[src/rtl/bplc_pkg.sv]
// shared types, constants and the level table of the button press level calibrator
package bplc_pkg;

    localparam int unsigned POINT_CAPACITY = 24;
    localparam int unsigned LEVEL_ENTRIES  = 13;

    localparam int unsigned CNT_W = $clog2(POINT_CAPACITY + 1);
    localparam int unsigned IDX_W = 4;
    localparam int unsigned CFG_W = 16;
    localparam int unsigned CFG_IDX_W = 2;

    localparam logic [CFG_IDX_W-1:0] CFG_DEBOUNCE     = 2'd0;
    localparam logic [CFG_IDX_W-1:0] CFG_LONG_PRESS   = 2'd1;
    localparam logic [CFG_IDX_W-1:0] CFG_SAVED_WINDOW = 2'd2;

    localparam logic [CFG_W-1:0] DEBOUNCE_RESET     = 16'd25;
    localparam logic [CFG_W-1:0] LONG_PRESS_RESET   = 16'd800;
    localparam logic [CFG_W-1:0] SAVED_WINDOW_RESET = 16'd1500;

    localparam logic [IDX_W-1:0] LAST_INDEX = IDX_W'(LEVEL_ENTRIES - 1);
    localparam logic [CNT_W-1:0] FULL_COUNT = CNT_W'(POINT_CAPACITY);

    typedef struct packed {
        logic        button_raw;
        logic [31:0] now_ms;
        logic [23:0] lux_reading;
    } t_in_item;

    typedef struct packed {
        logic [7:0]  brightness_level;
        logic [4:0]  stored_count;
        logic        saved_event;
        logic [23:0] saved_lux;
        logic [7:0]  saved_level;
        logic        full_event;
        logic        level_stepped;
        logic        saved_window_active;
    } t_out_item;

    function automatic logic [7:0] level_of(input logic [IDX_W-1:0] idx);
        logic [7:0] lvl;
        unique case (idx)
            4'd0:    lvl = 8'd0;
            4'd1:    lvl = 8'd8;
            4'd2:    lvl = 8'd16;
            4'd3:    lvl = 8'd24;
            4'd4:    lvl = 8'd32;
            4'd5:    lvl = 8'd48;
            4'd6:    lvl = 8'd64;
            4'd7:    lvl = 8'd96;
            4'd8:    lvl = 8'd128;
            4'd9:    lvl = 8'd160;
            4'd10:   lvl = 8'd192;
            4'd11:   lvl = 8'd224;
            default: lvl = 8'd255;
        endcase
        return lvl;
    endfunction

endpackage

[src/rtl/button_press_level_calibrator_top.sv]
// top level of the button press level calibrator: debounce, press timing, level stepping, long-press saving
//
// usage
//   input channel: one item per button poll (raw level, ms timestamp, lux);
//   accepted when i_in_valid is high and o_in_stall is low
//   output channel: exactly one result item per input item, in order;
//   taken when o_out_valid is high and i_out_stall is low
//   configuration: i_cfg_we writes i_cfg_data to the register at i_cfg_idx
//   (0 debounce, 1 long press, 2 saved window, other indexes ignored)
//   path: an accepted item passes through the input register, then the result register
//   throughput: one item per cycle while the receiver does not stall; the state
//   update is combinational between the input register and the result register
//   reset: synchronous active low; clears all press, level, count and window
//   state, loads the register defaults and empties both stages
//   stall: when the receiver stalls, the result register holds; the input
//   register holds its item and o_in_stall rises in the same cycle, so no item
//   is lost or repeated
module button_press_level_calibrator_top (
    input  logic                          i_clk,
    input  logic                          i_rst_n,
    input  logic                          i_in_valid,
    output logic                          o_in_stall,
    input  bplc_pkg::t_in_item            i_in_item,
    output logic                          o_out_valid,
    input  logic                          i_out_stall,
    output bplc_pkg::t_out_item           o_out_item,
    input  logic                          i_cfg_we,
    input  logic [bplc_pkg::CFG_IDX_W-1:0] i_cfg_idx,
    input  logic [bplc_pkg::CFG_W-1:0]    i_cfg_data
);
    import bplc_pkg::*;

    logic [CFG_W-1:0] r_debounce, r_long_press, r_saved_window;

    logic       r_s1_vld;
    t_in_item   r_s1_item;
    logic       r_out_vld;
    t_out_item  r_out_item;

    logic             r_last_raw, n_last_raw;
    logic [31:0]      r_change_time, n_change_time;
    logic             r_press, n_press;
    logic [31:0]      r_press_start, n_press_start;
    logic             r_long_fired, n_long_fired;
    logic [IDX_W-1:0] r_level_idx, n_level_idx;
    logic [CNT_W-1:0] r_point_total, n_point_total;
    logic [31:0]      r_window_end, n_window_end;

    logic        out_free, adv;
    logic [31:0] since_change, since_press;
    logic        stable, down;
    logic        n_saved, n_full, n_stepped;
    t_out_item   n_out_item;

    assign out_free    = !r_out_vld || !i_out_stall;
    assign adv         = r_s1_vld && out_free;
    assign o_in_stall  = r_s1_vld && !out_free;
    assign o_out_valid = r_out_vld;
    assign o_out_item  = r_out_item;

    assign since_change = r_s1_item.now_ms - r_change_time;
    assign since_press  = r_s1_item.now_ms - r_press_start;
    assign stable       = since_change >= {16'd0, r_debounce};
    assign down         = !r_s1_item.button_raw;

    always_comb begin
        n_last_raw    = r_last_raw;
        n_change_time = r_change_time;
        n_press       = r_press;
        n_press_start = r_press_start;
        n_long_fired  = r_long_fired;
        n_level_idx   = r_level_idx;
        n_point_total = r_point_total;
        n_window_end  = r_window_end;
        n_saved       = 1'b0;
        n_full        = 1'b0;
        n_stepped     = 1'b0;
        if (r_s1_item.button_raw != r_last_raw) begin
            n_last_raw    = r_s1_item.button_raw;
            n_change_time = r_s1_item.now_ms;
        end else if (stable) begin
            if (down && !r_press) begin
                n_press       = 1'b1;
                n_press_start = r_s1_item.now_ms;
                n_long_fired  = 1'b0;
            end else if (down && r_press && !r_long_fired
                         && since_press >= {16'd0, r_long_press}) begin
                n_long_fired = 1'b1;
                if (r_point_total >= FULL_COUNT) begin
                    n_full = 1'b1;
                end else begin
                    n_saved       = 1'b1;
                    n_point_total = r_point_total + 1'b1;
                    n_window_end  = r_s1_item.now_ms + {16'd0, r_saved_window};
                end
            end else if (!down && r_press) begin
                n_press = 1'b0;
                if (!r_long_fired) begin
                    n_stepped   = 1'b1;
                    n_level_idx = (r_level_idx == LAST_INDEX) ? '0 : r_level_idx + 1'b1;
                end
            end
        end

        n_out_item.brightness_level    = level_of(n_level_idx);
        n_out_item.stored_count        = 5'(n_point_total);
        n_out_item.saved_event         = n_saved;
        n_out_item.saved_lux           = n_saved ? r_s1_item.lux_reading : 24'd0;
        n_out_item.saved_level         = n_saved ? level_of(r_level_idx) : 8'd0;
        n_out_item.full_event          = n_full;
        n_out_item.level_stepped       = n_stepped;
        n_out_item.saved_window_active = r_s1_item.now_ms < n_window_end;
    end

    // configuration registers
    always_ff @(posedge i_clk) begin
        if (!i_rst_n) begin
            r_debounce     <= DEBOUNCE_RESET;
            r_long_press   <= LONG_PRESS_RESET;
            r_saved_window <= SAVED_WINDOW_RESET;
        end else if (i_cfg_we) begin
            unique case (i_cfg_idx)
                CFG_DEBOUNCE:     r_debounce     <= i_cfg_data;
                CFG_LONG_PRESS:   r_long_press   <= i_cfg_data;
                CFG_SAVED_WINDOW: r_saved_window <= i_cfg_data;
                default: ;
            endcase
        end
    end

    // input register
    always_ff @(posedge i_clk) begin
        if (!i_rst_n) begin
            r_s1_vld <= 1'b0;
        end else if (!o_in_stall) begin
            r_s1_vld <= i_in_valid;
        end
    end

    always_ff @(posedge i_clk) begin
        if (i_in_valid && !o_in_stall) begin
            r_s1_item <= i_in_item;
        end
    end

    // press state and result register
    always_ff @(posedge i_clk) begin
        if (!i_rst_n) begin
            r_last_raw    <= 1'b1;
            r_change_time <= '0;
            r_press       <= 1'b0;
            r_press_start <= '0;
            r_long_fired  <= 1'b0;
            r_level_idx   <= '0;
            r_point_total <= '0;
            r_window_end  <= '0;
            r_out_vld     <= 1'b0;
        end else begin
            if (adv) begin
                r_last_raw    <= n_last_raw;
                r_change_time <= n_change_time;
                r_press       <= n_press;
                r_press_start <= n_press_start;
                r_long_fired  <= n_long_fired;
                r_level_idx   <= n_level_idx;
                r_point_total <= n_point_total;
                r_window_end  <= n_window_end;
            end
            if (out_free) begin
                r_out_vld <= r_s1_vld;
            end
        end
    end

    always_ff @(posedge i_clk) begin
        if (adv) begin
            r_out_item <= n_out_item;
        end
    end

`ifndef ASSERT_OFF
    a_save_full_excl: assert property (@(posedge i_clk) disable iff (!i_rst_n)
        r_out_vld |-> !(r_out_item.saved_event && r_out_item.full_event))
        else $error("save and full reported together");

    a_count_cap: assert property (@(posedge i_clk) disable iff (!i_rst_n)
        r_point_total <= FULL_COUNT)
        else $error("point count above capacity");

    a_index_range: assert property (@(posedge i_clk) disable iff (!i_rst_n)
        r_level_idx <= LAST_INDEX)
        else $error("level index out of table");

    a_save_counts: assert property (@(posedge i_clk) disable iff (!i_rst_n)
        (adv && n_saved) |=> r_point_total == $past(r_point_total) + 1'b1)
        else $error("save without count increment");

    a_hold_on_stall: assert property (@(posedge i_clk) disable iff (!i_rst_n)
        (r_s1_vld && !out_free) |=> r_s1_vld && $stable(r_level_idx)
                                    && $stable(r_point_total))
        else $error("state moved while stalled");
`endif

endmodule
[config.mk]
export PLATFORM = sky130hd
export DESIGN_NAME = button_press_level_calibrator_top
export DESIGN_NICKNAME = d
export VERILOG_FILES = /design/src/rtl/bplc_pkg.sv /design/src/rtl/button_press_level_calibrator_top.sv
export SDC_FILE = /design/constraint.sdc
export NUM_CORES = 1
export LEC_CHECK = 0
export ABC_AREA = 1
export BUFFER_PORTS_ARGS = -buffer_cell sky130_fd_sc_hd__buf_4
export CAP_MARGIN = 40
export CELL_PAD_IN_SITES_DETAIL_PLACEMENT = 1
export CELL_PAD_IN_SITES_GLOBAL_PLACEMENT = 1
export CORE_MARGIN = 3
export CORE_UTILIZATION = 45
export DETAILED_ROUTE_END_ITERATION = 8
export GPL_TIMING_DRIVEN = 0
export PLACE_DENSITY = 0.91
export SYNTH_ARGS = -nofsm -noshare
export SYNTH_HDL_FRONTEND = slang
export SYNTH_SLANG_ARGS = --single-unit
[constraint.sdc]
create_clock -name i_clk -period 6.35 [get_ports i_clk]
set_input_delay 0.3175 -clock i_clk [delete_from_list [all_inputs] [get_ports i_clk]]
set_output_delay 0.3175 -clock i_clk [all_outputs]
set_load 0.05 [all_outputs]
Word level (Yosys, flattened, before mapping)
Memory sizes are Yosys's and may differ from the RTL's. A register that Yosys moved wholly into a read port is not among the register bits.
Cells that the tools add are included.
{"block": "classes", "bitwise_logic": 4, "add_sub_neg": 5, "n_reduce_logical": 29, "magnitude_cmp": 4, "eq_ne": 5, "mux": 29}
{"operator": "32-bit 2-to-1 mux", "count": 5}
{"operator": "32-bit by 16-bit >= comparator with 1-bit output", "count": 2}
{"operator": "32-bit subtractor", "count": 2}
{"operator": "32-bit by 16-bit adder with 32-bit output", "count": 1}
{"operator": "32-bit less-than comparator", "count": 1}
{"operator": "4-bit 2-to-1 mux", "count": 7}
{"operator": "5-bit 2-to-1 mux", "count": 5}
{"operator": "1-bit 2-to-1 mux", "count": 12}
{"operator": "1-bit logical AND", "count": 8}
{"operator": "1-bit logical NOT", "count": 8}
{"operator": "2-bit AND reduction", "count": 4}
{"operator": "4-bit AND reduction", "count": 2}
{"operator": "5-bit by 1-bit adder with 5-bit output (second input constant)", "count": 1}
{"operator": "5-bit >= comparator (second input constant)", "count": 1}
{"operator": "5-bit AND reduction", "count": 1}
{"operator": "5-bit OR reduction", "count": 1}
{"operator": "4-bit by 1-bit adder with 4-bit output (second input constant)", "count": 1}
{"operator": "4-bit equality test (second input constant)", "count": 1}
{"operator": "1-bit inverter", "count": 4}
{"operator": "2-bit nonzero test", "count": 2}
{"operator": "4-bit OR reduction", "count": 1}
{"operator": "2-bit by 1-bit equality test with 1-bit output (second input constant)", "count": 1}
{"operator": "2-bit equality test (second input constant)", "count": 1}
{"operator": "2-bit logical NOT", "count": 1}
{"operator": "other kinds (3)", "count": 3}
{"block": "totals", "reg_bits": 248, "in_bits": 80, "rom_bits": 256, "out_inout_bits": 51, "memories": 2}
{"name": "(no name shown)", "depth": 16, "word_bits": 8, "read_ports": 1, "rd_clocked_by_memory_dff": 1, "write_ports": 0, "line_no": "bplc_pkg.sv:42", "source": "unique case (idx)"}
{"name": "(no name shown)", "depth": 16, "word_bits": 8, "read_ports": 1, "rd_clocked_by_memory_dff": 1, "write_ports": 0, "line_no": "bplc_pkg.sv:42"}

Longest topological paths before layout
{"block": "logic_depth", "depth_word": 9, "depth_mapped": 38}

Worst setup path after synthesis
Ideal clock, no wire load.
{"block": "synth_path", "path_type": "flip-flop to flip-flop", "startpoint": "register r_s1_item[24] in the netlist's numbering", "endpoint": "register r_out_item, in the netlist o_out_item[0] (data pin)", "path_slack_ns": 2.008, "arrival_ns": 4.079, "stages_incl_launch_ff": 32, "t_required_ns": 6.087, "setup_ns": 0.263, "path_cell_list": "edfxtp_1 > inv_1 > ha_1 > inv_1 > fa_1 > nand3_1 > nand3_2 > nand2_1 > nand2_1 > nand2_1 > nand2_1 > xor2_1 > ha_1 > nand2_1 > o21ai_0 > inv_1 > nand3_1 > nor2_1 > nand2_1 > nor2_2 > nand2_2 > nand2_2 > nor2_4 > buf_2 > o21ai_0 > a21oi_1 > a21oi_1 > ha_1 > nand4_1 > o221a_2 > nand2_1 > a21oi_1"}
{"element": "start, declared", "line_no": "button_press_level_calibrator_top.sv:36", "source": "t_in_item r_s1_item;"}
{"element": "start signal, assigned", "line_no": "button_press_level_calibrator_top.sv:142", "source": "r_s1_item <= i_in_item;"}
{"element": "end signal, assigned", "line_no": "button_press_level_calibrator_top.sv:177", "source": "r_out_item <= n_out_item;"}
{"element": "end, declared", "line_no": "button_press_level_calibrator_top.sv:38", "source": "t_out_item r_out_item;"}

==> impl_metrics.csv <==
group,metric,value,unit
clock_network,cts_buffer_depth,3,
worst_setup_path,crit_path_end,"o_out_item[0]",
worst_setup_path,cpPeakStageDelay,0.56,ns
floorplan,die_x,202.0,µm
global_route,grt_max_degree,35,
floorplan,core_area,37760,µm²
power,p_int,3.314,mW
global_route,first_global_vias,19720,
worst_setup_path,reg2reg_depth,30,
floorplan,die_area,40820,µm²
global_route,grt.total_usage,32.93,%
final_layout,nets,2897,
clock_network,clk_latency,0.57,ns
worst_setup_path,worstReg2RegStart,"r_s1_item[25]",
worst_setup_path,crit_path_max_fanout,10,
sta,skew,0.02424,ns
power,power_frac_comb,26.0,%
worst_setup_path,worst_setup_path_end_kind,"flop",
min_path,holdCritPathClass,"input port to flop",
placed_design,place_hpwl,48100,µm
logic_synthesis,ys_seq_area_share,36.00,%
clock_network,cts_sinks,260,
sta,setup_viol,0,
floorplan,die_h,202.0,µm
routing,drt_wl_total,69760,µm
clock_network,root_buffer,"clkbuf_16",
power,power_density,244.0,nW/µm²
clock_network,numCtsBuffers,27,
placed_design,io_buffers,129,
logic_synthesis,synth_ff_type,"dfxtp_1",
sta,tns,0,ns
power,p_leak,9.928,nW
floorplan,core.rowCount,71,
routing,dr.first_iter.drc_count,1396,
sta,min_period,6.096,ns
routing,wl_per_cell,21.81,µm
routing,num_vias,17920,
power,total_power,5.011,mW
sta,drv_slew,0,
logic_synthesis,async_flop_share,0,%
worst_setup_path,worst-path-stages,30,
worst_setup_path,crit_top_cell,"nand2_1",
placed_design,routabilityCongestion,0.9503,
power,vdd_drop_max,250.8,µV
global_route,grt_first_pass_wirelength,107000,µm
clock_network,cts_max_level,1,
logic_synthesis,synth_cells,2443,
sta,rsz0062_at_grt,"false",
final_layout,drive_above_1_share,9.568,%
routing,drtAntennaViolNets,0,
worst_setup_path,worstReg2RegEnd,"o_out_item[0]",
worst_setup_path,crit_path_start_kind,"flop",
sta,tightest_slew,0.9205,ns
sta,hold_viol_final,0,
routing,drc,0,
worst_setup_path,crit_family,"simple AND/OR/NAND/NOR gates",
sta,post-route-period-util,96.01,%
sta,fmax,0.1640,GHz
worst_setup_path,setup.worst_path.class,"flop to flop",
floorplan,start_util,45.80,%
logic_synthesis,ys_ff_latch,260,
sta,maxSlewHeadroom,38.63,%
run_status,status,"complete, no violations",
routing,first_pass_iters,7,
power,p_sw,1.698,mW
worst_setup_path,crit_required,6.78,ns
clock_network,clk_pin_slew_worst_paths,0.08,ns
logic_synthesis,avgSynthCellArea,7.079,µm²
power,clkPwrFrac,35.8,%
flow_run,drv_cap,0,
logic_synthesis,yosysUniqueCellTypes,48,
worst_setup_path,worst-path-buf-inv,3,
power,p_sw_share,33.87,%
global_route,overflow,0,
power,seqPwrFrac,38.3,%
floorplan,io-pin-count,131,
worst_setup_path,regToRegSetupSlack,0.25,ns
worst_setup_path,cp_slowest_cell,"edfxtp_1",
logic_synthesis,synth_area,17290,µm²
global_route,antenna_found_initial,1,
logic_synthesis,synth-edff-count,102,
final_layout,area_growth,18.76,%
logic_synthesis,synth-warning-count,0,
routing,viasPerCell,5.600,
sta,timing.hold.ws,0.02003,ns
worst_setup_path,startpoint,"r_s1_item[25]",
worst_setup_path,worst_ep_arrival_time,6.53,ns
logic_synthesis,synth_nets,2675,
min_path,hp-start,"i_cfg_data[3]",
clock_network,cts_tree,"done",
-- placed cells by master (no fill, tap or decap), drive strengths merged, types with 9 or more instances in the layout --
master         n
ha           149
clkbuf        93
dlygate4sd3   59
a21oi        225
nand3b         9
dfxtp        158
o211ai        20
xor2          49
nand2        628
nand4         31
buf          142
inv          500
nand3         97
edfxtp       102
nor3          22
nor2         174
o21ai        167
-- cell type report --
type	instances	area (µm²)
fill	4834	17220
multi-input combinational	1622	8942
sequential	260	6226
inverter	502	1888
timing repair buffer	193	1622
clock buffer	42	847.1
tap	511	639.4
buffer	59	250.2
clock inverter	8	117.6
antenna	2	5.005
-- registers in the layout (all words and copies together) (netlist names), 4 cells and up --
signal          cells
r_s1_item          57
o_out_item         45
r_change_time      32
r_press_start      32
r_window_end       32
r_debounce         16
r_long_press       16
r_saved_window     16
r_point_total       5
r_level_idx         4
-- cell usage after synthesis (all sizes together), types with 9 or more instances --
cell type,n,area share (%)
buf,10,0.33
nor2,174,4.2
nand3,97,3.2
inv,500,11
clkbuf,49,1.1
o21ai,167,4.9
ha,149,11
nor3,22,0.76
nand4,31,1.2
o211ai,20,0.87
nand3b,9,0.46
edfxtp,102,18
nand2,628,14
a21oi,225,6.6
dfxtp,158,18
xor2,49,2.5
-- through the flow --
stage | setup WS, ns | utilization (%) | instances | area, µm²
5_1_grt | 0.08023 | 54.39 | 3198 | 20530
3_3_place_gp | 0.5941 | 50.06 | 3083 | 18900
6_report | 0.2535 | 54.40 | 3199 | 20540
2_1_floorplan | 2.008 | - | 2443 | 17290
4_1_cts | 0.2364 | 54.29 | 3194 | 20500
3_5_place_dp | 0.4634 | 50.17 | 3085 | 18940
-- cell families after synthesis --
kind of cell	count (synthesis)	share of synthesized area, %
and+or+nand+nor	970	23.89
xor gates and xnor gates	57	2.887
muxes	6	0.3473
buffers and inverters	561	12.29
DFF	260	36.00
adders and majority gates	152	11.13
AOI/OAI and AO/OA	437	13.46
-- worst min path at each step --
stage                             end  slack, ns  cells past startpoint
floorplan                r_s1_item[0]       0.42                      0
global placement     r_press_start[0]       0.44                      2
detailed placement  r_press_start[27]       0.45                      2
CTS                 r_saved_window[6]      0.005                      3
global route        r_saved_window[3]       0.03                      3
finish              r_saved_window[3]       0.02                      3
-- worst min-delay path, delay by kind of cell --
family	cells	cell delay, ns
buffers and inverters	1	0.10
AND/OR/NAND/NOR	2	0.12
-- metal layers --
metal  GRT usage [%]  part of all wire, %
met1           37.33                   38
met2           59.57                   50
met5               0                    0
met3           4.638                  5.8
met4           18.12                  5.9
-- power groups by stage --
| stage | Clock [mW] | Sequential (mW) | Combinational (mW) |
|---|---|---|---|
| after floorplan | 0 | 1.95 | 0.784 |
| after global placement | 0 | 1.93 | 1.12 |
| after detailed placement | 0 | 1.94 | 1.20 |
| after CTS | 1.75 | 1.91 | 1.25 |
| after global routing | 1.85 | 1.92 | 1.44 |
| final | 1.79 | 1.92 | 1.30 |
-- repair_timing --
item                                    in CTS  in global routing
setup buffers                                0                  3
endpoints found under the setup margin       0                  1
hold buffers                                59                  0
gates resized for setup                      0                  9
hold endpoints to repair                    59                  0
Power figures use the tool's default switching activity.
